<file path="src/hw/rtl/equirect_to_cubemap_address_assert.svh">
// Assertion macros for the equirect-to-cubemap address block.
// Expects signals clk and rst_n in the scope of use.
`ifndef EQUIRECT_TO_CUBEMAP_ADDRESS_ASSERT_SVH
`define EQUIRECT_TO_CUBEMAP_ADDRESS_ASSERT_SVH

// same-cycle implication, held off during reset
`define E2C_ASSERT_IMPL(lbl, ante, cons) \
    lbl: assert property (@(posedge clk) disable iff (!rst_n) (ante) |-> (cons)) \
        else $error("e2c: implication check failed");

// next-cycle implication, held off during reset
`define E2C_ASSERT_NEXT(lbl, ante, cons) \
    lbl: assert property (@(posedge clk) disable iff (!rst_n) (ante) |=> (cons)) \
        else $error("e2c: next-cycle check failed");

`endif

</file>
<file path="src/hw/rtl/e2c_pkg.sv">
// Shared types, constants and the face basis for the equirect-to-cubemap block.
// No dependencies.
package e2c_pkg;

    localparam int ANG_W   = 18;   // angle, fraction of a turn
    localparam int TAB_LEN = 24;
    localparam int CW      = 22;   // CORDIC datapath width
    localparam int DW      = 30;   // divider remainder width
    localparam int QW      = 17;   // divider quotient width
    localparam int FS_W    = 13;   // effective face size width
    localparam int D_W     = 18;   // direction component width

    localparam logic [ANG_W-1:0] HALF_TURN = 18'h20000;
    localparam logic [16:0]      INV_GAIN  = 17'd39797;

    localparam logic [ANG_W-1:0] ATAN_TURN [TAB_LEN] = '{
        18'd32768, 18'd19344, 18'd10221, 18'd5188, 18'd2604, 18'd1303, 18'd652, 18'd326,
        18'd163, 18'd81, 18'd41, 18'd20, 18'd10, 18'd5, 18'd3, 18'd1,
        18'd1, 18'd0, 18'd0, 18'd0, 18'd0, 18'd0, 18'd0, 18'd0
    };

    typedef enum logic [1:0] {
        REG_FACE_SIZE    = 2'd0,
        REG_SRC_WIDTH    = 2'd1,
        REG_SRC_HEIGHT   = 2'd2,
        REG_SRC_CHANNELS = 2'd3
    } cfg_reg_t;

    typedef struct packed {
        logic [2:0]  face;
        logic [10:0] tx;
        logic [10:0] ty;
    } texel_t;

    typedef struct packed {
        logic [DW-1:0] rem_u;
        logic [DW-1:0] rem_v;
        logic [QW-1:0] q_u;
        logic [QW-1:0] q_v;
    } div_lanes_t;

    typedef struct packed {
        logic signed [CW-1:0] a;
        logic signed [CW-1:0] b;
        logic [ANG_W-1:0]     acc;
    } cordic_t;

    typedef struct packed {
        logic signed [D_W-1:0] x;
        logic signed [D_W-1:0] y;
        logic signed [D_W-1:0] z;
    } dir_t;

    // forward + u*right + v*up per face; faces 6 and 7 fold onto -Z
    function automatic dir_t face_dir(input logic [2:0] face,
                                      input logic signed [D_W-1:0] u,
                                      input logic signed [D_W-1:0] v);
        dir_t d;
        logic signed [D_W-1:0] one;
        one = 18'sd65536;
        case (face)
            3'd0:    begin d.x = -one; d.y = -v;   d.z = -u;   end
            3'd1:    begin d.x = one;  d.y = -v;   d.z = u;    end
            3'd2:    begin d.x = -u;   d.y = one;  d.z = v;    end
            3'd3:    begin d.x = -u;   d.y = -one; d.z = -v;   end
            3'd4:    begin d.x = -u;   d.y = -v;   d.z = one;  end
            default: begin d.x = u;    d.y = -v;   d.z = -one; end
        endcase
        return d;
    endfunction

endpackage

</file>
<file path="src/hw/rtl/e2c_cordic_cell.sv">
// One vectoring CORDIC micro-rotation with a side band carried alongside.
// Depends on e2c_pkg.
module e2c_cordic_cell
    import e2c_pkg::*;
#(
    parameter int               SHIFT  = 0,
    parameter logic [ANG_W-1:0] ANGLE  = 18'd0,
    parameter int               SIDE_W = 43
)
(
    input  logic              clk,
    input  logic              rst_n,
    input  logic              en,
    input  logic              in_valid,
    input  cordic_t           in_data,
    input  logic [SIDE_W-1:0] in_side,
    output logic              out_valid,
    output cordic_t           out_data,
    output logic [SIDE_W-1:0] out_side
);

    logic              valid_reg;
    cordic_t           data_reg;
    cordic_t           data_next;
    logic [SIDE_W-1:0] side_reg;
    logic signed [CW-1:0] a_in;
    logic signed [CW-1:0] b_in;
    logic signed [CW-1:0] a_sh;
    logic signed [CW-1:0] b_sh;

    always_comb
    begin
        a_in = in_data.a;
        b_in = in_data.b;
        a_sh = a_in >>> SHIFT;
        b_sh = b_in >>> SHIFT;
        if (!b_in[CW-1])
        begin
            data_next.a   = a_in + b_sh;
            data_next.b   = b_in - a_sh;
            data_next.acc = in_data.acc + ANGLE;
        end
        else
        begin
            data_next.a   = a_in - b_sh;
            data_next.b   = b_in + a_sh;
            data_next.acc = in_data.acc - ANGLE;
        end
    end

    always_ff @(posedge clk or negedge rst_n)
    begin
        if (!rst_n)
            valid_reg <= 1'b0;
        else if (en)
            valid_reg <= in_valid;
    end

    always_ff @(posedge clk)
    begin
        if (en)
        begin
            data_reg <= data_next;
            side_reg <= in_side;
        end
    end

    assign out_valid = valid_reg;
    assign out_data  = data_reg;
    assign out_side  = side_reg;

endmodule

</file>
<file path="config.mk">
export PLATFORM = sky130hd
export DESIGN_NAME = e2c_cordic_cell
export DESIGN_NICKNAME = d
export VERILOG_FILES = /design/src/hw/rtl/equirect_to_cubemap_address_assert.svh /design/src/hw/rtl/e2c_pkg.sv /design/src/hw/rtl/e2c_cordic_cell.sv
export SDC_FILE = /design/constraint.sdc
export NUM_CORES = 1
export LEC_CHECK = 0
export BUFFER_PORTS_ARGS = -buffer_cell sky130_fd_sc_hd__buf_2
export CAP_MARGIN = 25
export CORE_MARGIN = 2
export CORE_UTILIZATION = 50
export CTS_CLUSTER_DIAMETER = 150
export DETAILED_ROUTE_END_ITERATION = 10
export PLACE_DENSITY = 0.76
export REMOVE_ABC_BUFFERS = 1
export SLEW_MARGIN = 10
export SYNTH_ARGS = -nofsm -noshare
export SYNTH_HDL_FRONTEND = slang
export SYNTH_SLANG_ARGS = --single-unit
</file>
<file path="constraint.sdc">
create_clock -name clk -period 2 [get_ports clk]
set_input_delay 0.1 -clock clk [delete_from_list [all_inputs] [get_ports clk]]
set_output_delay 0.1 -clock clk [all_outputs]
set_load 0.01 [all_outputs]
</file>
; Word-level counts from Yosys, hierarchy flattened
; Cells that the tools add are included.
; Widths: inputs -> output; s select.
[totals]
ff_bits = 106
output_inout_bits = 106
elab_cells = 9
[op_classes]
addsub = 3
n_mux = 1
[ops]
columns = operator, n
row1 = $mux 62, 1
row2 = $sub 22x22->22, 2
row3 = $add 22x22->22, 1

; Logic depth before layout (Yosys ltp)
; Gate-level depths: netlist of the first run.
[logic_depth]
word_depth = 2
mapped_depth = 10

; Least setup slack after synthesis of the first run
; OpenSTA, ideal clock, no wires.
[synth_path]
path_kind = in2reg
start = in in_data[18] in the netlist's numbering
end = reg data_reg, in the netlist out_data[38] (data pin)
t_arrival_ns = 1.799
t_required_ns = 1.740
setup_slack_ns = -0.059
cell_stages = 9
n_path_buf = 0
path_cell_list = ha_1 fa_1 nor2b_1 o221ai_1 a211o_1 o211ai_2 a311oi_2 o21ai_1 xnor2_1
[synth_lines]
columns = item, line_no
row1 = from (decl), e2c_cordic_cell.sv:15  ; input cordic_t in_data,
row2 = to (signal assigned), e2c_cordic_cell.sv:63  ; data_reg <= data_next;
row3 = to (decl), e2c_cordic_cell.sv:23  ; cordic_t data_reg;

==> results.sh, run 1 <==
export IMPL_path_clk_slew_ns=0.08
export IMPL_tritoncts="built"
export IMPL_post_drt_wl_per_cell_um=18.3
export IMPL_drt_drc_violations_left=0
export IMPL_drtIter0Drc=590
export IMPL_timing_hold_ws_ns=0.0743
export IMPL_antenna_cells=0
export IMPL_cap_violations=0
export IMPL_placed_area_um2=9300
export IMPL_nNetsFinal=1261
export IMPL_clock_sinks=105
export IMPL_p_leak_nw=4.90
export IMPL_ys_seq_area_frac=0.462
export IMPL_fin_crit_sh=1.01
export IMPL_crit_cells=11
export IMPL_clock_path_buffers=2
export IMPL_drtAntennaViolNets=0
export IMPL_globalplace_congestion=0.981
export IMPL_cp_cell_sequence="buf_6 -> buf_6 -> ha_4 -> nor2b_2 -> o311a_1 -> buf_6 -> o21ai_4 -> a31oi_4 -> o41ai_4 -> a21oi_2 -> xnor2_1"
export IMPL_pin_count=215
export IMPL_synth_main_ff_cell="edfxtp_1"
export IMPL_peakVddDrop_mv=0.387
export IMPL_finalSetupViolations=4
export IMPL_finalHoldViolations=0
export IMPL_cp_common_cell="buf_6"
export IMPL_place_inst=1173
export IMPL_clk_latency_ns=0.34
export IMPL_syn_area_um2=6820
export IMPL_grt_usage=0.300
export IMPL_ys_async_sr_fraction=0.00952
export IMPL_totalPowerFinal_w=0.00694
export IMPL_violations="setup timing"
export IMPL_outcome="finished, violations left"
export IMPL_final_min_clock_period_ns=2.03
export IMPL_syn_area_per_cell_um2=10.7
export IMPL_first_pass_iters=7
export IMPL_slowest_stage="o311a_1"
export IMPL_final_layout_size_suffix_gt1_frac=0.444
export IMPL_power_density_nw_per_um2=654
export IMPL_crit_fanout=3
export IMPL_crit_path_end_kind="register"
export IMPL_synth_distinct_cells=66
export IMPL_path_delay_family="compound AO/OA/AOI/OAI gates"
export IMPL_htree_levels=3
export IMPL_n_fill_cell=841
export IMPL_layout_commonest_cell="buf_2"
export IMPL_numCtsBuffers=9
export IMPL_grt_pass1_vias=6498
export IMPL_crit_type="input port to register"
export IMPL_finalNonFillerCells=1258
export IMPL_port_buffers=214
export IMPL_ff2ff_path_depth=1
export IMPL_slew_headroom=0.663
export IMPL_yosys_register_bits=105
export IMPL_dp_slack_ns=-0.516
export IMPL_row_count=42
export IMPL_vias=6851
export IMPL_grt_remaining_overflow=0
export IMPL_final_cell_mix="buf_2, buf_4, edfxtp_1"
export IMPL_dp_hpwl_mm=17.2
export IMPL_min_path_type="input port to asynchronous set/reset pin"
export IMPL_antenna_found_initial=0
export IMPL_die_h_um=121
export IMPL_critPathLaunchType="input port"
export IMPL_core_area_um2=13300
export IMPL_cp_arrival_ns=2.12
export IMPL_timing_final_ws_setup_ns=-0.0262
export IMPL_vias_per_cell=5.45
export IMPL_cp_buffers_inverters=3
export IMPL_wl_mm=23.1
export IMPL_die_area_um2=14600
export IMPL_yosysTopAreaCellShare=0.458
export IMPL_timing_fmax_mhz=494
export IMPL_grt_setup_unrepaired="yes"
export IMPL_crit_required_ns=2.09
export IMPL_syn_inst=639
export IMPL_ys_warn_count=0
export IMPL_synthTopCellsByArea="edfxtp_1, ha_1, a21oi_1, xnor2_1, inv_1"
export IMPL_grt_max_degree=57
export IMPL_cpPeakStageDelay_ns=0.41
export IMPL_initial_core_util=0.513
export IMPL_final_max_slew_viol_count=0
export IMPL_synth_edf_count=104
export IMPL_synth_top_area_cell="edfxtp_1"
export IMPL_grt_pass1_wl_mm=33.6
export IMPL_tightestPinTransition_ns=0.502
export IMPL_cts_root_buffer="clkbuf_16"
export IMPL_final_cell_area_um2=10600
export IMPL_area_growth_synth_to_final_pct=55.6
export IMPL_worst_clock_skew_ns=0
export IMPL_dieWidth_um=121
## state kept, by name (all words and copies together), names as in the netlist
signal     count
out_data      61
out_side      43
out_valid      1
## kinds of logic (layout without fill, tap and decap cells)
kind of cell / Yosys count / in the layout / share of synthesized area
xor gates and xnor gates: 40 / 40 / 0.0514
buffers and inverters: 90 / 533 / 0.0534
AOI/OAI and AO/OA: 192 / 192 / 0.185
muxes: 9 / 9 / 0.0134
and+or+nand+nor: 128 / 128 / 0.0943
DFF: 105 / 105 / 0.462
adders and majority gates: 75 / 75 / 0.141
## final cells by class
class                      count  area (µm²)  share of cell area
multi-input combinational    444        3640               0.343
sequential                   105        3150               0.297
timing repair buffer         454        3080               0.290
clock buffer                  10         239              0.0225
inverter                      63         236              0.0223
tap                          176         220              0.0207
clock inverter                 6        50.0             0.00472
## metal layers
layer	up-vias	routed length [µm]	global-route usage
met5	-	0	0
met4	0	771	0.0996
met3	57	1540	0.0340
met2	376	11500	0.527
met1	3237	9270	0.385
li1	3181	-	-
## worst paths after layout
kind / startpoint / endpoint / slack [ns]
worst max-delay path: in_data[18] / out_data[39] / -0.03
worst min-delay path: rst_n / out_valid / 0.07
worst max register to register: out_valid / out_valid / 1.26
worst min register to register: out_valid / out_valid / 0.51
max in group asynchronous: rst_n / out_valid / 1.84
min in group clk: in_data[61] / out_data[39] / 0.12
## where the power goes
part | internal (W) | switching (W) | total [W]
clock | 0.000894 | 0.000786 | 0.00168
sequential | 0.00274 | 0.0000817 | 0.00282
combinational | 0.00116 | 0.00128 | 0.00244
total | 0.00479 | 0.00215 | 0.00694
## cell usage after synthesis (5+ instances only)
| cell | n |
|---|---|
| inv_1 | 62 |
| o21bai_1 | 13 |
| xor2_1 | 8 |
| nand2b_1 | 7 |
| mux2i_1 | 8 |
| nor2_1 | 38 |
| edfxtp_1 | 104 |
| o211ai_1 | 6 |
| clkbuf_1 | 9 |
| nor2b_1 | 9 |
| a21oi_1 | 63 |
| nand4_1 | 8 |
| a31oi_1 | 9 |
| and3_1 | 5 |
| ha_1 | 72 |
| a21o_1 | 14 |
| buf_2 | 12 |
| xnor2_1 | 32 |
| o31ai_1 | 7 |
| nor3_1 | 6 |
| nand3_1 | 10 |
| a211oi_1 | 5 |
| o21ai_0 | 33 |
| nand2_1 | 25 |
| nor4_1 | 6 |
## stage by stage
step           utilization  TNS (ns)
4_1_cts              0.778   -0.0135
6_report             0.798   -0.0655
3_3_place_gp         0.699    -10.68
3_5_place_dp         0.699    -11.31
5_1_grt              0.798    -0.285
2_1_floorplan            -     -1.29
## repair_timing
item / CTS / global route
resized for setup: 17 / 64
setup endpoints to repair: 17 / 28
pin swaps: 9 / 25
setup buffers: 4 / 2
endpoints found under the hold margin: 63 / 0
hold buffers: 63 / 0
Power figures use the tool's default switching activity.
==> inputs of run 2 (changes only) <==
Settings changed: SKIP_CTS_REPAIR_TIMING set to 1, SLEW_MARGIN 10 to 15.
==> results.sh, run 2 (synthesized netlist as in run 1, its figures left out) <==
export IMPL_outcome="finished, violations left"
export IMPL_violations="setup timing"
export IMPL_tightestPinTransition_ns=0.545
export IMPL_power_density_nw_per_um2=654
export IMPL_drtIter0Drc=547
export IMPL_drtAntennaViolNets=0
export IMPL_globalplace_congestion=0.981
export IMPL_area_growth_synth_to_final_pct=55.1
export IMPL_dieWidth_um=121
export IMPL_tritoncts="built"
export IMPL_finalSetupViolations=1
export IMPL_final_cell_mix="buf_2, buf_4, edfxtp_1"
export IMPL_n_fill_cell=857
export IMPL_vias=6725
export IMPL_utilization=0.796
export IMPL_final_min_clock_period_ns=2.04
export IMPL_final_max_slew_viol_count=0
export IMPL_grt_max_degree=57
export IMPL_grt_pass1_wl_mm=30.9
export IMPL_fin_crit_sh=1.02
export IMPL_clk_latency_ns=0.34
export IMPL_vias_per_cell=5.35
export IMPL_largest_reg_flops=61
export IMPL_pin_count=215
export IMPL_cts_root_buffer="clkbuf_16"
export IMPL_grt_remaining_overflow=0
export IMPL_dp_slack_ns=-0.516
export IMPL_p_leak_nw=4.89
export IMPL_timing_fmax_mhz=489
export IMPL_post_drt_wl_per_cell_um=18.1
export IMPL_cp_arrival_ns=2.13
export IMPL_initial_core_util=0.513
export IMPL_crit_path_end_kind="register"
export IMPL_cap_violations=0
export IMPL_port_buffers=214
export IMPL_finalHoldViolations=0
export IMPL_antenna_cells=0
export IMPL_min_path_type="input port to asynchronous set/reset pin"
export IMPL_wl_mm=22.8
export IMPL_die_h_um=121
export IMPL_grt_pass1_vias=5977
export IMPL_clock_path_buffers=2
export IMPL_path_clk_slew_ns=0.07
export IMPL_crit_fanout=3
export IMPL_peakVddDrop_mv=0.481
export IMPL_numCtsBuffers=9
export IMPL_critPathLaunchType="input port"
export IMPL_crit_type="input port to register"
export IMPL_antenna_found_initial=0
export IMPL_worst_clock_skew_ns=0
export IMPL_dp_hpwl_mm=17.2
export IMPL_final_layout_size_suffix_gt1_frac=0.435
export IMPL_crit_required_ns=2.09
export IMPL_r2r_setup_slack_ns=1.26
export IMPL_first_pass_iters=5
export IMPL_htree_levels=3
export IMPL_layout_commonest_cell="buf_2"
export IMPL_timing_final_ws_setup_ns=-0.0431
export IMPL_grt_usage=0.276
export IMPL_die_area_um2=14600
export IMPL_slew_headroom=0.635
export IMPL_clock_sinks=105
export IMPL_grt_setup_unrepaired="yes"
export IMPL_row_count=42
export IMPL_core_area_um2=13300
export IMPL_drt_drc_violations_left=0
export IMPL_nNetsFinal=1260
run 2: routing by layer:
metal / wire [µm] / GRT usage
met1: 9260 / 0.371
met5: 0 / 0
met4: 563 / 0.0763
met2: 11600 / 0.470
met3: 1420 / 0.0368
run 2: layout make-up:
cell class                      count  area, µm²  share of cell area
Timing Repair Buffer              453       3080               0.291
Inverter                           63        239              0.0226
Sequential cell                   105       3150               0.298
Clock buffer                       10        239              0.0226
Multi-Input combinational cell    444       3600               0.341
Tap cell                          176        220              0.0208
Clock inverter                      6       50.0             0.00473
run 2: stage by stage:
step | hold slack, ns | power [W] | instance area [µm²] | std cells | setup TNS [ns]
after floorplan | -0.196 | 0.00383 | 6690 | 612 | -1.29
after global placement | -0.125 | 0.00494 | 9300 | 1173 | -10.68
after detailed placement | -0.124 | 0.00498 | 9300 | 1173 | -11.31
after CTS | -0.491 | 0.00662 | 9580 | 1189 | -1.03
after global routing | 0.0580 | 0.00720 | 10600 | 1257 | -0.191
final | 0.0690 | 0.00691 | 10600 | 1257 | -0.0431
run 2: critical path, stage by stage:
cell and delay (ns):
buf_6 0.09, buf_6 0.11, ha_4 0.15, fa_2 0.35
nor2b_4 0.14, o221ai_2 0.16, a211o_1 0.23, o211ai_2 0.14
a311oi_2 0.37, o21ai_1 0.14, xnor2_1 0.15
run 2: power breakdown:
part	total (W)	switching [W]	internal (W)
Combinational	0.00241	0.00126	0.00115
Clock	0.00168	0.000787	0.000894
Sequential	0.00282	0.0000833	0.00274
run 2: final timing paths:
path / from / to / cells after the start
min in group clk: in_data[61] / out_data[61] / 2
min reg2reg: out_valid / out_valid / 1
max reg2reg: out_valid / out_valid / 1
max in group asynchronous: rst_n / out_valid / 2
max: in_data[18] / out_data[60] / 11
min: rst_n / out_valid / 2
==> inputs of run 3 (changes only) <==
Settings changed: CORE_ASPECT_RATIO set to 2.
==> results.sh, run 3 (synthesized netlist as in run 1, its figures left out) <==
export IMPL_outcome="finished, violations left"
export IMPL_violations="setup timing"
export IMPL_seq_power_share=0.392
export IMPL_grt_usage=0.304
export IMPL_numCtsBuffers=9
export IMPL_p_leak_nw=4.90
export IMPL_htree_levels=3
export IMPL_die_h_um=169
export IMPL_p_sw_w=0.00237
export IMPL_drtAntennaViolNets=0
export IMPL_vias_per_cell=5.71
export IMPL_final_cell_mix="buf_2, buf_4, edfxtp_1"
export IMPL_regArea_um2=3150
export IMPL_r2r_setup_slack_ns=1.22
export IMPL_grt_setup_unrepaired="yes"
export IMPL_fin_crit_sh=1.02
export IMPL_peakVddDrop_mv=0.505
export IMPL_p_int_w=0.00483
export IMPL_tritoncts="built"
export IMPL_dieWidth_um=86.6
export IMPL_initial_core_util=0.510
export IMPL_drt_drc_violations_left=0
export IMPL_critPathLaunchType="input port"
export IMPL_finalHoldViolations=0
export IMPL_multi_input_area_um2=3710
export IMPL_finalSetupViolations=2
export IMPL_min_path_type="input port to asynchronous set/reset pin"
export IMPL_crit_required_ns=2.10
export IMPL_power_density_nw_per_um2=675
export IMPL_cts_root_buffer="clkbuf_16"
export IMPL_wl_mm=26.5
export IMPL_crit_fanout=3
export IMPL_globalplace_congestion=0.996
export IMPL_cp_arrival_ns=2.15
export IMPL_timing_final_ws_setup_ns=-0.0475
export IMPL_tightestPinTransition_ns=0.501
export IMPL_path_clk_slew_ns=0.09
export IMPL_final_max_slew_viol_count=0
export IMPL_dp_hpwl_mm=18.2
export IMPL_layout_commonest_cell="buf_2"
export IMPL_worst_clock_skew_ns=0
export IMPL_nNetsFinal=1257
export IMPL_clk_latency_ns=0.37
export IMPL_totalPowerFinal_w=0.00720
export IMPL_drtIter0Drc=555
export IMPL_die_area_um2=14600
export IMPL_timing_hold_ws_ns=0.0446
export IMPL_placed_area_um2=9200
export IMPL_final_layout_size_suffix_gt1_frac=0.440
export IMPL_area_growth_synth_to_final_pct=56.4
export IMPL_clock_path_buffers=2
export IMPL_core_area_um2=13400
export IMPL_grt_remaining_overflow=0
export IMPL_pwr_share_comb=0.347
export IMPL_grt_pass1_wl_mm=33.6
export IMPL_n_fill_cell=829
export IMPL_crit_type="input port to register"
export IMPL_clkPwrFrac=0.261
export IMPL_final_min_clock_period_ns=2.05
export IMPL_clock_sinks=105
export IMPL_largest_reg_flops=61
export IMPL_final_cell_area_um2=10700
export IMPL_pin_count=215
export IMPL_timing_fmax_mhz=488
export IMPL_dp_slack_ns=-0.546
export IMPL_crit_path_end_kind="register"
export IMPL_first_pass_iters=6
export IMPL_switching_share=0.329
export IMPL_slew_headroom=0.666
export IMPL_grt_pass1_vias=6760
export IMPL_post_drt_wl_per_cell_um=21.4
export IMPL_final_setup_tns_ns=-0.0494
export IMPL_row_count=60
export IMPL_vias=7048
export IMPL_grt_max_degree=49
export IMPL_antenna_found_initial=1
export IMPL_port_buffers=214
export IMPL_cap_violations=0
[run 3: power groups by stage]
| stage | Sequential (W) | Combinational, W | Clock, W |
|---|---|---|---|
| 2_1_floorplan | 0.00300 | 0.000836 | 0 |
| 3_3_place_gp | 0.00285 | 0.00207 | 0 |
| 3_5_place_dp | 0.00285 | 0.00211 | 0 |
| 4_1_cts | 0.00281 | 0.00212 | 0.00184 |
| 5_1_grt | 0.00284 | 0.00265 | 0.00196 |
| 6_report | 0.00282 | 0.00250 | 0.00188 |
[run 3: final timing paths]
check / start / to / depth (start not counted)
max: in_data[19] / out_data[51] / 11
min: rst_n / out_valid / 2
max reg2reg: out_valid / out_valid / 1
min reg2reg: out_valid / out_valid / 1
max in group asynchronous: rst_n / out_valid / 2
min in group clk: in_data[61] / out_data[61] / 2
[run 3: area by class of cell]
type / instances / area share
multi-input cells: 444 / 0.347
clock inverters: 6 / 0.00657
diodes: 1 / 0.000235
inverters: 63 / 0.0226
repair buffers: 450 / 0.287
well taps: 155 / 0.0182
clock buffers: 10 / 0.0224
flip-flops and latches: 105 / 0.295
[run 3: stage by stage]
stage	cells	util
3_5_place_dp	1145	0.689
3_3_place_gp	1145	0.689
6_report	1234	0.798
4_1_cts	1161	0.712
2_1_floorplan	612	-
5_1_grt	1233	0.798
[run 3: worst max-delay path, cell delays in order]
cell     delay [ns]
buf_8          0.09
inv_6          0.03
ha_4           0.28
nor2b_4        0.04
o311a_1        0.38
o31a_1         0.37
a31oi_2        0.21
nor2_1         0.07
a31oi_1        0.29
buf_4          0.19
xnor2_2        0.08
[run 3: layer usage]
metal | vias to the layer above | GRT usage | share of wire
met4 | 0 | 0.209 | 0.077
met1 | 3333 | 0.281 | 0.31
li1 | 3192 | - | -
met2 | 393 | 0.586 | 0.55
met5 | - | 0 | 0
met3 | 130 | 0.0389 | 0.062
