$ cat config.mk
export PLATFORM = sky130hd
export DESIGN_NAME = e2c_div_cell
export DESIGN_NICKNAME = d
export VERILOG_FILES = /design/src/hw/rtl/equirect_to_cubemap_address_assert.svh /design/src/hw/rtl/e2c_pkg.sv /design/src/hw/rtl/e2c_div_cell.sv
export SDC_FILE = /design/constraint.sdc
export NUM_CORES = 1
export LEC_CHECK = 0
export BUFFER_PORTS_ARGS = -buffer_cell sky130_fd_sc_hd__buf_4
export CORE_ASPECT_RATIO = 0.6
export CORE_MARGIN = 1.5
export CORE_UTILIZATION = 44
export DETAILED_ROUTE_END_ITERATION = 7
export HOLD_SLACK_MARGIN = 0.1
export MAX_ROUTING_LAYER = met4
export PLACE_DENSITY_LB_ADDON = 0.12
export SETUP_SLACK_MARGIN = 0.3
export SYNTH_ARGS = -nofsm -noshare
export SYNTH_HDL_FRONTEND = slang
export SYNTH_SLANG_ARGS = --single-unit
export TNS_END_PERCENT = 20
$ cat constraint.sdc
create_clock -name clk -period 0.8 [get_ports clk]
set_input_delay 0.16 -clock clk [delete_from_list [all_inputs] [get_ports clk]]
set_output_delay 0.16 -clock clk [all_outputs]
set_load 0.1 [all_outputs]
$ cat src/hw/rtl/equirect_to_cubemap_address_assert.svh
// Assertion macros for the equirect-to-cubemap address block.
// Expects signals clk and rst_n in the scope of use.
`ifndef EQUIRECT_TO_CUBEMAP_ADDRESS_ASSERT_SVH
`define EQUIRECT_TO_CUBEMAP_ADDRESS_ASSERT_SVH

// same-cycle implication, held off during reset
`define E2C_ASSERT_IMPL(lbl, ante, cons) \
    lbl: assert property (@(posedge clk) disable iff (!rst_n) (ante) |-> (cons)) \
        else $error("e2c: implication check failed");

// next-cycle implication, held off during reset
`define E2C_ASSERT_NEXT(lbl, ante, cons) \
    lbl: assert property (@(posedge clk) disable iff (!rst_n) (ante) |=> (cons)) \
        else $error("e2c: next-cycle check failed");

`endif

$ cat src/hw/rtl/e2c_pkg.sv
// Shared types, constants and the face basis for the equirect-to-cubemap block.
// No dependencies.
package e2c_pkg;

    localparam int ANG_W   = 18;   // angle, fraction of a turn
    localparam int TAB_LEN = 24;
    localparam int CW      = 22;   // CORDIC datapath width
    localparam int DW      = 30;   // divider remainder width
    localparam int QW      = 17;   // divider quotient width
    localparam int FS_W    = 13;   // effective face size width
    localparam int D_W     = 18;   // direction component width

    localparam logic [ANG_W-1:0] HALF_TURN = 18'h20000;
    localparam logic [16:0]      INV_GAIN  = 17'd39797;

    localparam logic [ANG_W-1:0] ATAN_TURN [TAB_LEN] = '{
        18'd32768, 18'd19344, 18'd10221, 18'd5188, 18'd2604, 18'd1303, 18'd652, 18'd326,
        18'd163, 18'd81, 18'd41, 18'd20, 18'd10, 18'd5, 18'd3, 18'd1,
        18'd1, 18'd0, 18'd0, 18'd0, 18'd0, 18'd0, 18'd0, 18'd0
    };

    typedef enum logic [1:0] {
        REG_FACE_SIZE    = 2'd0,
        REG_SRC_WIDTH    = 2'd1,
        REG_SRC_HEIGHT   = 2'd2,
        REG_SRC_CHANNELS = 2'd3
    } cfg_reg_t;

    typedef struct packed {
        logic [2:0]  face;
        logic [10:0] tx;
        logic [10:0] ty;
    } texel_t;

    typedef struct packed {
        logic [DW-1:0] rem_u;
        logic [DW-1:0] rem_v;
        logic [QW-1:0] q_u;
        logic [QW-1:0] q_v;
    } div_lanes_t;

    typedef struct packed {
        logic signed [CW-1:0] a;
        logic signed [CW-1:0] b;
        logic [ANG_W-1:0]     acc;
    } cordic_t;

    typedef struct packed {
        logic signed [D_W-1:0] x;
        logic signed [D_W-1:0] y;
        logic signed [D_W-1:0] z;
    } dir_t;

    // forward + u*right + v*up per face; faces 6 and 7 fold onto -Z
    function automatic dir_t face_dir(input logic [2:0] face,
                                      input logic signed [D_W-1:0] u,
                                      input logic signed [D_W-1:0] v);
        dir_t d;
        logic signed [D_W-1:0] one;
        one = 18'sd65536;
        case (face)
            3'd0:    begin d.x = -one; d.y = -v;   d.z = -u;   end
            3'd1:    begin d.x = one;  d.y = -v;   d.z = u;    end
            3'd2:    begin d.x = -u;   d.y = one;  d.z = v;    end
            3'd3:    begin d.x = -u;   d.y = -one; d.z = -v;   end
            3'd4:    begin d.x = -u;   d.y = -v;   d.z = one;  end
            default: begin d.x = u;    d.y = -v;   d.z = -one; end
        endcase
        return d;
    endfunction

endpackage

$ cat src/hw/rtl/e2c_div_cell.sv
// One quotient bit of the restoring divider, two lanes (u and v).
// Depends on e2c_pkg.
module e2c_div_cell
    import e2c_pkg::*;
#(
    parameter int BIT    = 0,
    parameter int SIDE_W = 25
)
(
    input  logic              clk,
    input  logic              rst_n,
    input  logic              en,
    input  logic [FS_W-1:0]   divisor,
    input  logic              in_valid,
    input  div_lanes_t        in_data,
    input  logic [SIDE_W-1:0] in_side,
    output logic              out_valid,
    output div_lanes_t        out_data,
    output logic [SIDE_W-1:0] out_side
);

    logic              valid_reg;
    div_lanes_t        data_reg;
    div_lanes_t        data_next;
    logic [SIDE_W-1:0] side_reg;
    logic [DW-1:0]     dsh;

    always_comb
    begin
        dsh = {{(DW-FS_W){1'b0}}, divisor} << BIT;
        data_next = in_data;
        if (in_data.rem_u >= dsh)
        begin
            data_next.rem_u = in_data.rem_u - dsh;
            data_next.q_u[BIT] = 1'b1;
        end
        if (in_data.rem_v >= dsh)
        begin
            data_next.rem_v = in_data.rem_v - dsh;
            data_next.q_v[BIT] = 1'b1;
        end
    end

    always_ff @(posedge clk or negedge rst_n)
    begin
        if (!rst_n)
            valid_reg <= 1'b0;
        else if (en)
            valid_reg <= in_valid;
    end

    always_ff @(posedge clk)
    begin
        if (en)
        begin
            data_reg <= data_next;
            side_reg <= in_side;
        end
    end

    assign out_valid = valid_reg;
    assign out_data  = data_reg;
    assign out_side  = side_reg;

endmodule

# --- Word-level counts from Yosys, hierarchy flattened ---
# Index checks and enable logic that the tools add are counted.
word_totals:
  register_bits: 120
  wordCells: 14
op_classes:
  addsub: 2
  magnitude_cmp: 2
  mux: 2
ops:
  columns: ["op", "count"]
  rows:
  - ["$ge 30x13->1", 2]
  - ["$mux 30", 2]
  - ["$sub 30x13->30", 2]

# --- Logic depth before layout (Yosys ltp) ---
# Gate-level depths: netlist of the first run.
depth:
  ltp_word: 2
  mapped_depth: 12
  ltp_nobuf: 10

# --- Least setup slack after synthesis of the first run ---
# OpenSTA, ideal clock, no wires.
synth_path:
  path_kind: "input -> register"
  startpoint: "input in_data[34] (netlist bit)"
  endpoint: "register data_reg (netlist bit out_data[53]) (data pin)"
  arrival_time_ns: 2.198
  slack_ns: -1.656
  path_stages: 10
  path_buffers: 0
  cell_sequence: "inv_1 -> ha_1 -> fa_1 -> nand2b_1 -> a21oi_1 -> o21ai_1 -> a21boi_1 -> o31ai_4 -> or3_1 -> xnor2_1"
synth_lines:
  columns: ["item", "line_no", "rtl"]
  rows:
  - ["start: declaration", "e2c_div_cell.sv:15", "input div_lanes_t in_data,"]
  - ["end signal: assignment", "e2c_div_cell.sv:56", "data_reg <= data_next;"]
  - ["end: declaration", "e2c_div_cell.sv:23", "div_lanes_t data_reg;"]

==> reports/results.tsv, run 1 <==
stage	metric	value	unit
run_status	status	complete, but fails checks	
run_status	violations	negative hold slack, negative setup slack	
global_routing	use_met2	0.524	
cells_and_area	multi_input_area	3400	µm²
logic_synthesis	synthTopCellsByCount	edfxtp_1, nand2_1, o21ai_0, xor2_1, ha_1	
logic_synthesis	yosysSeqAreaShare	0.588	
critical_path	reg2reg_depth	1	
route	dr.pass1.iters	5	
sta	fin_crit_sh	2.64	
cells_and_area	syn2layout_area_growth	96.2	%
logic_synthesis	synth_area_leaders	edfxtp_1, ha_1, xor2_1	
route	viasPerCell	5.58	
global_routing	use_met1	0.442	
logic_synthesis	syn_inst	500	
place	preCtsSetupSlack	-1760	ps
route	ant_nets	0	
route	vias	6391	
clock_tree	cts_hold_buffers	1	
clock_tree	cts-root-buf	clkbuf_16	
floorplan	die_height	94.4	µm
critical_path	path_cells	buf_8, nor4_4, nand3_2, or4_4, a31o_4, o31ai_4, buf_6, a211oi_2, buf_4, xor2_2	
logic_synthesis	avgSynthCellArea	12.2	µm²
route	drt_iter0_markers	493	
run	max_cap_violations	0	
global_routing	antenna_found_initial	0	
logic_synthesis	yosysUniqueCellTypes	57	
cells_and_area	fill_cells	584	
sta	setup_violations	182	
route	wl_per_cell	23.0	µm
floorplan	die_x	155	µm
critical_path	crit_path_start_kind	primary input	
clock_tree	cts_inserted_buffers	17	
logic_synthesis	ys.warnings.count	0	
pwr	p_per_area	2160	nW/µm²
cells_and_area	n_antenna_cell	0	
global_routing	grt_pass1_vias	6226	
logic_synthesis	synth_edf_count	119	
global_routing	grt_use_total	0.342	
clock_tree	tritoncts	yes	
clock_tree	cts_buffer_depth	2	
place	gp_congestion	0.919	
worst_hold_path	hold_depth	1	
sta	report.final.slew_viol_count	0	
clock_tree	htreeDepth	4	
critical_path	cpPeakStageDelay	510	ps
critical_path	cp_data_arrival_time	2280	ps
clock_tree	clock_latency	410	ps
floorplan	start_util	0.449	
logic_synthesis	yosysMostFrequentCell	edfxtp_1	
global_routing	grt_pass1_wl	35900	µm
route	drc	0	
logic_synthesis	synthFlopType	edfxtp_1	
critical_path	endpoint_kind	flip-flop	
cells_and_area	finalNetCount	1121	
global_routing	grt-ovfl-total	0	
logic_synthesis	async_flop_share	0.00833	
place	dpl_cell_area	9690	µm²
logic_synthesis	netlist_area	6120	µm²
critical_path	cp_slowest_cell	or4_4	
logic_synthesis	synth_top_cell_by_area	edfxtp_1	
route	totalWireLength	26300	µm
logic_synthesis	synth_seq_cells	120	
sta	max-slew-margin-rel	0.721	
cells_and_area	drive_above_1_share	0.643	
clock_tree	clock-sinks	120	
global_routing	grt.met3_usage	0.102	
sta	hold_viol_final	58	
pwr	irDropWorstVdd	1550	µV
cells_and_area	design_area	12000	µm²
global_routing	grt_max_degree	46	
critical_path	crit_type	in -> reg	
sta	fin_crit	2110	ps
clock_tree	cts.reportedPaths.clkPinSlew	60	ps
floorplan	ios	256	
critical_path	crit_path_max_fanout	4	
place	io_buffers	255	
critical_path	cp.required	970	ps
sta	tightest_slew	417	ps
logic_synthesis	synth_nets	664	
worst_hold_path	hp-class	in -> reg	
floorplan	core_area	13600	µm²
sta	skew	0	ps
pwr	power.leakage	0.00500	µW
logic_synthesis	synth.top_cell.area_share	0.584	
sta	fmax	474	MHz
sta	hold-worst-slack	-82.6	ps
floorplan	fp.dieArea	14700	µm²
sta	fin_ws	-1310	ps
cells_and_area	seqCellArea	3600	µm²
floorplan	fp-row-count	33	
place	dp_hpwl	16100	µm
sta	rsz0062_at_grt	yes	
global_routing	grt_busiest_layer	met2	
==> cell usage in the layout (no fill, tap or decap), types with 9 or more instances in the layout <==
cell type  count
nor3_1         9
buf_6        147
o21ai_1       12
a21oi_1       14
buf_4        284
ha_4          15
o21ai_2       16
or3_1         10
nand2_2       15
xor2_1        32
inv_1         10
edfxtp_1     119
nand2_1       31
o21ai_0       11
nor4_4        17
xnor2_1       16
clkbuf_16     17
ha_1           9
nor2_1        19
==> final timing paths <==
| kind | slack [ps] | endpoint | start |
|---|---|---|---|
| hold / removal | -80 | out_side[17] | in_side[17] |
| hold reg to reg | 590 | out_valid | out_valid |
| max in group asynchronous | 650 | out_valid | rst_n |
| min in group asynchronous | 70 | out_valid | rst_n |
| setup / recovery | -1310 | out_data[59] | in_data[57] |
| setup reg to reg | 10 | out_valid | out_valid |
==> per-layer routing <==
metal,wire (µm),up-vias
met3,2550,81
met4,719,0
met5,0,-
met2,12600,394
li1,-,2816
met1,10500,3100
==> sequential cells by signal, summed over array words and instances (netlist names) <==
register and flops:
out_valid 1, out_side 25, out_data 94
==> stage by stage <==
step	power (µW)	hold slack (ps)	instances	utilization	TNS [ps]
4_1_cts	25300	-97.4	1136	0.844	-115050
6_report	25900	-82.6	1145	0.881	-117580
2_1_floorplan	13700	-136	500	-	-114300
3_3_place_gp	16400	-63.9	1072	0.711	-105930
5_1_grt	26500	-103	1145	0.881	-124280
3_5_place_dp	16500	-61.2	1072	0.711	-112240
==> what timing repair did <==
| item | in CTS | in global routing |
|---|---|---|
| buffers inserted | 26 | 9 |
| pin swaps | 45 | 29 |
| gates resized for setup | 229 | 92 |
| setup endpoints to repair | 183 | 216 |
| gates cloned | 5 | 0 |
| hold endpoints to repair | 87 | 84 |
==> layout make-up <==
type | instances | share of cell area
multi-input cells | 352 | 0.283
clock inverters | 15 | 0.0138
clock buffers | 17 | 0.0354
well taps | 175 | 0.0182
flip-flops and latches | 120 | 0.300
inverters | 18 | 0.00750
repair buffers | 448 | 0.342
==> worst max-delay path, delay by kind of cell <==
kind	cells	cell delay [ps]
and+or+nand+nor	3	960
xor gates and xnor gates	1	140
buffers and inverters	3	440
AOI/OAI and AO/OA	3	570
==> logic make-up (layout without fill, tap and decap cells) <==
| group | after synthesis | after routing | share of synthesized area |
|---|---|---|---|
| AO/OA/AOI/OAI | 98 | 99 | 0.101 |
| multiplexers | 2 | 2 | 0.00347 |
| flip-flops | 120 | 120 | 0.588 |
| buffers and inverters | 29 | 498 | 0.0215 |
| AND/OR/NAND/NOR | 172 | 172 | 0.154 |
| adder cells (fa/ha/maj) | 28 | 28 | 0.0597 |
| XOR/XNOR | 51 | 51 | 0.0730 |
==> where the power goes <==
part           leakage, µW  total (µW)  internal, µW  switching, µW
Combinational      0.00353        9970          3230           6740
Clock             0.000285        7940          4660           3270
Sequential         0.00118        8010          7680            329
Total              0.00500       25900         15600          10300
No activity file was read; power rests on OpenSTA's default activity.
==> inputs of run 2 (changes only) <==
--- a/config.mk
+++ b/config.mk
@@ -8,7 +8,7 @@
 export BUFFER_PORTS_ARGS = -buffer_cell sky130_fd_sc_hd__buf_4
 export CORE_ASPECT_RATIO = 0.6
 export CORE_MARGIN = 1.5
-export CORE_UTILIZATION = 44
+export CORE_UTILIZATION = 52
 export DETAILED_ROUTE_END_ITERATION = 7
 export HOLD_SLACK_MARGIN = 0.1
 export MAX_ROUTING_LAYER = met4
==> constraint.sdc (replaced) <==
create_clock -name clk -period 2.56 [get_ports clk]
set_input_delay 0.512 -clock clk [delete_from_list [all_inputs] [get_ports clk]]
set_output_delay 0.512 -clock clk [all_outputs]
set_load 0.1 [all_outputs]
==> reports/results.tsv, run 2 (same netlist as run 1, synthesis figures left out) <==
stage	metric	value	unit	change
floorplan	die_x	143	µm	-7.9%
clock_tree	clock-sinks	120		unchanged
critical_path	cp_top_family	compound AO/OA/AOI/OAI gates		
global_routing	grt_pass1_vias	6257		+0.50%
floorplan	start_util	0.538		+0.0890
place	dp_hpwl	15500	µm	-3.8%
critical_path	cp_data_arrival_time	2750	ps	+470 ps
route	ant_nets	0		unchanged
critical_path	cpPeakStageDelay	390	ps	-120 ps
sta	skew	0	ps	unchanged
place	io_buffers	255		unchanged
sta	hold-worst-slack	256	ps	+339 ps
pwr	irDropWorstVdd	587	µV	-62%
critical_path	cp_common_cell	buf_4		
cells_and_area	syn2layout_area_growth	70.7	%	
route	wl_per_cell	25.8	µm	+12%
sta	hold_viol_final	0		-100%
cells_and_area	drive_above_1_share	0.554		-0.0895
run_status	status	complete, but fails checks		
run_status	violations	negative setup slack		
floorplan	fp.dieArea	12500	µm²	-15%
clock_tree	cts_buffer_depth	2		unchanged
cells_and_area	fill_cells	402		-31%
critical_path	path_cells	buf_6, inv_12, ha_4, fa_2, nand2b_4, a21oi_4, o21ai_4, buf_4, o21bai_1, a21o_1, nor3_1, buf_4, xor2_1		
route	vias	6789		+6.2%
clock_tree	cts-root-buf	clkbuf_16		
floorplan	ios	256		unchanged
place	gp_congestion	0.974		+5.9%
route	drt_iter0_markers	913		+85%
global_routing	grt_max_degree	52		+13%
sta	fin_crit	2580	ps	
global_routing	antenna_found_initial	0		unchanged
floorplan	fp-row-count	30		-9.1%
sta	fmax	388	MHz	
sta	max-slew-margin-rel	0.676		-0.0454
clock_tree	cts.reportedPaths.clkPinSlew	60	ps	about the same
pwr	power.leakage	0.00442	µW	-12%
global_routing	grt_use_total	0.404		+0.0628
route	viasPerCell	6.34		+14%
sta	fin_crit_sh	1.01		
sta	setup_violations	1		-99%
clock_tree	tritoncts	yes		
cells_and_area	n_antenna_cell	0		unchanged
cells_and_area	mostFrequentLayoutCell	buf_4		
critical_path	cp_slowest_cell	o21bai_1		
critical_path	crit_path_max_fanout	3		-1
worst_hold_path	hp-class	in -> reg		
clock_tree	clock_latency	430	ps	+20 ps
route	dr.pass1.iters	6		+1
global_routing	grt-ovfl-total	0		unchanged
critical_path	crit_type	in -> reg		
sta	rsz0062_at_grt	yes		
run	max_cap_violations	0		unchanged
clock_tree	cts_inserted_buffers	17		unchanged
critical_path	cp.required	2730	ps	+1760 ps
cells_and_area	largest_reg_flops	94		unchanged
sta	setup_tns	-16.6	ps	+117560 ps
global_routing	grt_pass1_wl	35800	µm	-0.31%
route	drc	0		unchanged
floorplan	core_area	11400	µm²	-17%
pwr	p_per_area	738	nW/µm²	-66%
cells_and_area	finalNetCount	1061		-5.4%
critical_path	crit_path_start_kind	primary input		
sta	tightest_slew	481	ps	+64.0 ps
sta	fin_ws	-16.6	ps	+1290 ps
floorplan	die_height	87.0	µm	-7.8%
critical_path	crit_buf_inv	4		+1
cells_and_area	final_cell_mix	buf_4, edfxtp_1, nand2_1		
cells_and_area	utilization	0.918		+0.0370
critical_path	endpoint_kind	flip-flop		
sta	report.final.slew_viol_count	0		unchanged
route	totalWireLength	27600	µm	+4.9%
clock_tree	htreeDepth	4		unchanged
==> run 2: cell count changes in the layout (fill, tap and decap cells not counted), sizes merged <==
cell and change:
buf -59, bufinv -1, clkbuf +2, clkinv +2, inv -3, o31ai -1
==> run 2: repair_timing <==
item                                   CTS  global route
gates resized for setup                 39            45
setup buffers                           14             4
endpoints found under the hold margin    1             0
hold buffers                             1             0
gates cloned                             0             0
pin swaps                               18            16
setup endpoints to repair               59            62
==> run 2: final timing paths <==
check | cells after the start | slack [ps] | to | start
worst max register to register | 1 | 1810 | out_valid | out_valid
worst max-delay path | 13 | -20 | out_data[54] | in_data[34]
worst min-delay path | 1 | 260 | out_data[9] | in_data[9]
min in group asynchronous | 2 | 400 | out_valid | rst_n
worst min register to register | 1 | 520 | out_valid | out_valid
max in group asynchronous | 2 | 2070 | out_valid | rst_n
==> run 2: where the power goes <==
group / leakage, µW / internal (µW) / total, µW / switching, µW
clock network: 0.000266 / 1370 / 2390 / 1030
logic: 0.00298 / 757 / 2850 / 2090
registers: 0.00118 / 2400 / 2470 / 75.3
total: 0.00442 / 4520 / 7710 / 3190
==> run 2: final cells by class <==
| class | instances | area [µm²] | area share |
|---|---|---|---|
| flip-flops and latches | 120 | 3600 | 0.344 |
| multi-input cells | 351 | 3000 | 0.287 |
| clock inverters | 13 | 123 | 0.0117 |
| clock buffers | 19 | 443 | 0.0424 |
| repair buffers | 389 | 3000 | 0.288 |
| well taps | 160 | 200 | 0.0192 |
| inverters | 18 | 80.1 | 0.00767 |
==> run 2: metal layers <==
layer	vias up	part of all wire	GRT usage
met4	0	0.080	0.204
met2	687	0.47	0.662
li1	2681	-	-
met5	-	0	-
met1	3171	0.32	0.459
met3	250	0.13	0.115
==> run 2: stage by stage <==
stage	instances	instance area [µm²]	power (µW)	setup WS, ps
after CTS	1066	10200	7480	130
after floorplan	500	6380	4280	-54.7
final	1070	10400	7710	-16.6
after global placement	1019	9290	5040	-277
after global routing	1070	10400	7840	-55.1
after detailed placement	1019	9290	5090	-370
==> inputs of run 3 (changes only) <==
--- a/config.mk
+++ b/config.mk
@@ -17,4 +17,3 @@
 export SYNTH_ARGS = -nofsm -noshare
 export SYNTH_HDL_FRONTEND = slang
 export SYNTH_SLANG_ARGS = --single-unit
-export TNS_END_PERCENT = 20
==> reports/results.tsv, run 3 <==
stage	metric	value	unit	change
run_status	status	did not finish		
run_status	haltStage	global routing		
run_status	error_line	[ERROR DPL-0038] Utilization greater than 100%, impossible to legalize		
logic_synthesis	synth_compound_area_frac	0.101		unchanged
sta	worst-ep-kind	sequential cell input		
logic_synthesis	syn_inst	500		unchanged
place	dp_hpwl	16600	µm	+7.0%
logic_synthesis	yosysSeqAreaShare	0.588		unchanged
sta	worstEndpointGrtRepair	out_data[60]$_DFFE_PP_/D		
logic_synthesis	synth_top_cell_by_area	edfxtp_1		
logic_synthesis	yosysUniqueCellTypes	57		unchanged
floorplan	die_height	87.0	µm	unchanged
floorplan	fp-row-count	30		unchanged
clock_tree	cts_buffer_depth	2		unchanged
logic_synthesis	synthTopCellsByCount	edfxtp_1, nand2_1, o21ai_0, xor2_1, ha_1		
logic_synthesis	ys.warnings.count	0		unchanged
global_routing	grt_max_degree	35		
logic_synthesis	synthMuxAreaShare	0.00348		unchanged
place	dp.cells	1032		+1.3%
logic_synthesis	synth_xor_area_frac	0.0730		unchanged
logic_synthesis	synth_area_leaders	edfxtp_1, ha_1, xor2_1		
logic_synthesis	avgSynthCellArea	12.2	µm²	unchanged
logic_synthesis	synthFlopType	edfxtp_1		
logic_synthesis	synth_edf_count	119		unchanged
logic_synthesis	synth_top_family_by_area	simple AND/OR/NAND/NOR gates		
logic_synthesis	yosysMostFrequentCell	edfxtp_1		
floorplan	ios	256		unchanged
floorplan	die_x	143	µm	unchanged
logic_synthesis	synth_nets	664		unchanged
clock_tree	cts-root-buf	clkbuf_16		
logic_synthesis	netlist_area	6120	µm²	unchanged
logic_synthesis	synth_adder_area_share	0.0597		unchanged
logic_synthesis	synth_seq_cells	120		unchanged
floorplan	start_util	0.538		unchanged
clock_tree	htreeDepth	4		unchanged
logic_synthesis	synthSimpleGateAreaFrac	0.154		unchanged
place	gp_congestion	0.939		-3.6%
logic_synthesis	async_flop_share	0.00833		unchanged
place	io_buffers	255		unchanged
logic_synthesis	synth.top_cell.area_share	0.584		unchanged
clock_tree	clock-sinks	120		unchanged
clock_tree	cts_inserted_buffers	17		unchanged
run 3: stage by stage:
| step | worst slack, ps | TNS [ps] | utilization | area [µm²] |
|---|---|---|---|---|
| 2_1_floorplan | -54.0 | -553 | - | 6470 |
| 3_3_place_gp | -264 | -8780 | 0.835 | 9500 |
| 3_5_place_dp | -343 | -12770 | 0.835 | 9500 |
| 4_1_cts | 209 | 0 | 0.947 | 10800 |
run 3: logic make-up after synthesis:
kind of cell / count (synthesis)
AO/OA/AOI/OAI: 98
XOR/XNOR: 51
adder cells (fa/ha/maj): 28
buffers and inverters: 29
flip-flops: 120
multiplexers: 2
AND/OR/NAND/NOR: 172
run 3: what timing repair did:
item / 4_1_cts
buffers inserted: 19
pin swaps: 40
resized for setup: 93
endpoints found under the setup margin: 51
endpoints found under the hold margin: 1
hold buffers: 1
==> inputs of run 4 (changes only) <==
--- a/config.mk
+++ b/config.mk
@@ -6,14 +6,10 @@
 export NUM_CORES = 1
 export LEC_CHECK = 0
 export BUFFER_PORTS_ARGS = -buffer_cell sky130_fd_sc_hd__buf_4
-export CORE_ASPECT_RATIO = 0.6
 export CORE_MARGIN = 1.5
-export CORE_UTILIZATION = 52
+export CORE_UTILIZATION = 40
 export DETAILED_ROUTE_END_ITERATION = 7
-export HOLD_SLACK_MARGIN = 0.1
-export MAX_ROUTING_LAYER = met4
-export PLACE_DENSITY_LB_ADDON = 0.12
-export SETUP_SLACK_MARGIN = 0.3
+export PLACE_DENSITY_LB_ADDON = 0.15
 export SYNTH_ARGS = -nofsm -noshare
 export SYNTH_HDL_FRONTEND = slang
 export SYNTH_SLANG_ARGS = --single-unit
==> reports/results.tsv, run 4 (same netlist as run 1, synthesis figures left out) <==
stage	metric	value	unit	change
critical_path	reg2reg_depth	1		
critical_path	cp.required	2710	ps	
place	gp_congestion	0.881		-6.2%
sta	fmax	403	MHz	
floorplan	core_area	15100	µm²	
place	io_buffers	255		unchanged
route	totalWireLength	18600	µm	
worst_hold_path	hp-class	in -> reg		
cells_and_area	syn2layout_area_growth	64.3	%	
sta	report.final.slew_viol_count	0		
place	preCtsSetupSlack	-349	ps	-5.76 ps
route	vias	5508		
critical_path	crit_path_start_kind	primary input		
critical_path	crit_type	in -> reg		
pwr	irDropWorstVdd	406	µV	
global_routing	grt_pass1_wl	28300	µm	
route	dr.pass1.iters	4		
critical_path	crit_path_end	out_data[56]		
floorplan	fp.dieArea	16100	µm²	
pwr	p_per_area	747	nW/µm²	
place	dp_hpwl	14700	µm	-11%
sta	fin_crit_sh	0.970		
critical_path	critPathLaunch	divisor[7]		
cells_and_area	largest_reg_flops	94		
global_routing	grt-ovfl-total	0		
floorplan	die_height	127	µm	+46%
global_routing	antenna_found_initial	0		
clock_tree	cts_setup_buffers	0		-19
clock_tree	htreeDepth	4		unchanged
run_status	status	finished, final reports clean		
route	wl_per_cell	17.0	µm	
place	dp.cells	1058		+2.5%
critical_path	crit_path_max_fanout	5		
global_routing	grt_use_total	0.231		
run	max_cap_violations	0		
critical_path	r2r_slack	1810	ps	
floorplan	fp-row-count	45		+50%
cells_and_area	fill_cells	1173		
cells_and_area	final_cell_mix	buf_4, edfxtp_1, nand2_1		
floorplan	die_x	127	µm	-11%
critical_path	r2r_start	out_valid		
clock_tree	cts.reportedPaths.clkPinSlew	60	ps	
clock_tree	cts-root-buf	clkbuf_16		
clock_tree	tritoncts	yes		
cells_and_area	drive_above_1_share	0.512		
clock_tree	clock_latency	410	ps	
floorplan	ios	256		unchanged
clock_tree	cts_inserted_buffers	17		unchanged
cells_and_area	finalNetCount	1054		
global_routing	grt_pass1_vias	5528		
cells_and_area	mostFrequentLayoutCell	buf_4		
cells_and_area	fin_cells	1090		
floorplan	start_util	0.406		-0.133
route	drc	0		
global_routing	grt_max_degree	60		
route	ant_nets	0		
critical_path	r2r_end	out_valid		
sta	rsz0062_at_grt	no		
cells_and_area	n_antenna_cell	0		
sta	fin_crit	2480	ps	
sta	fin_ws	77.8	ps	
sta	hold_viol_final	0		
sta	setup_violations	0		
clock_tree	clock-sinks	120		unchanged
critical_path	cp_data_arrival_time	2630	ps	
route	drt_iter0_markers	231		
critical_path	endpoint_kind	flip-flop		
sta	skew	0	ps	
sta	tightest_slew	596	ps	
route	viasPerCell	5.05		
pwr	power.leakage	0.00431	µW	
clock_tree	cts_buffer_depth	2		unchanged
sta	max-slew-margin-rel	0.601		
==> run 4: routing by layer <==
layer / GRT usage / up-vias / wire length (µm)
li1: - / 2676 / -
met1: 0.262 / 2585 / 7190
met2: 0.409 / 222 / 9520
met3: 0.0763 / 25 / 1570
met4: 0.0762 / 0 / 297
met5: 0 / - / 0
==> run 4: cell type report <==
cell class / instances / area [µm²] / area share
Multi-Input combinational cell: 351 / 2630 / 0.262
Tap cell: 188 / 235 / 0.0234
Clock buffer: 17 / 425 / 0.0423
Inverter: 18 / 72.6 / 0.00722
Timing Repair Buffer: 382 / 2920 / 0.290
Sequential cell: 120 / 3600 / 0.358
Clock inverter: 14 / 175 / 0.0174
==> run 4: power breakdown <==
part / internal (µW) / switching (µW)
registers: 2400 / 58.9
logic: 726 / 1900
clock network: 1530 / 892
total: 4650 / 2860
==> run 4: what timing repair did <==
| action | CTS | global route |
|---|---|---|
| setup endpoints to repair | 0 | 2 |
| hold buffers | 1 | 0 |
| gates resized for setup | 0 | 2 |
| endpoints found under the hold margin | 1 | 0 |
==> run 4: per-stage QoR <==
step | hold WS (ps) | util | total power (µW) | setup TNS, ps | cell area (µm²)
after detailed placement | 288 | 0.625 | 5120 | -12670 | 9430
after global placement | 288 | 0.625 | 5100 | -10710 | 9430
after floorplan | 216 | - | 4280 | -337 | 6370
after CTS | 254 | 0.666 | 7570 | 0 | 10000
final | 276 | 0.667 | 7510 | 0 | 10100
after global routing | 250 | 0.667 | 7770 | 0 | 10100
==> run 4: worst min path at each step <==
stage	startpoint	endpoint	cells after the start
6_report	in_data[33]	out_data[33]	1
5_1_grt	in_data[10]	out_data[10]	1
4_1_cts	in_data[10]	out_data[10]	1
3_5_place_dp	rst_n	out_valid	1
3_3_place_gp	rst_n	out_valid	1
2_1_floorplan	rst_n	out_valid	0
==> run 4: critical path, stage by stage <==
cell and delay [ps]:
buf_4 70, inv_1 70, ha_1 380, nand2_1 90, nor4_1 320, buf_4 170, a31o_2 220, or3b_2 490
nor4_2 190, xor2_1 110
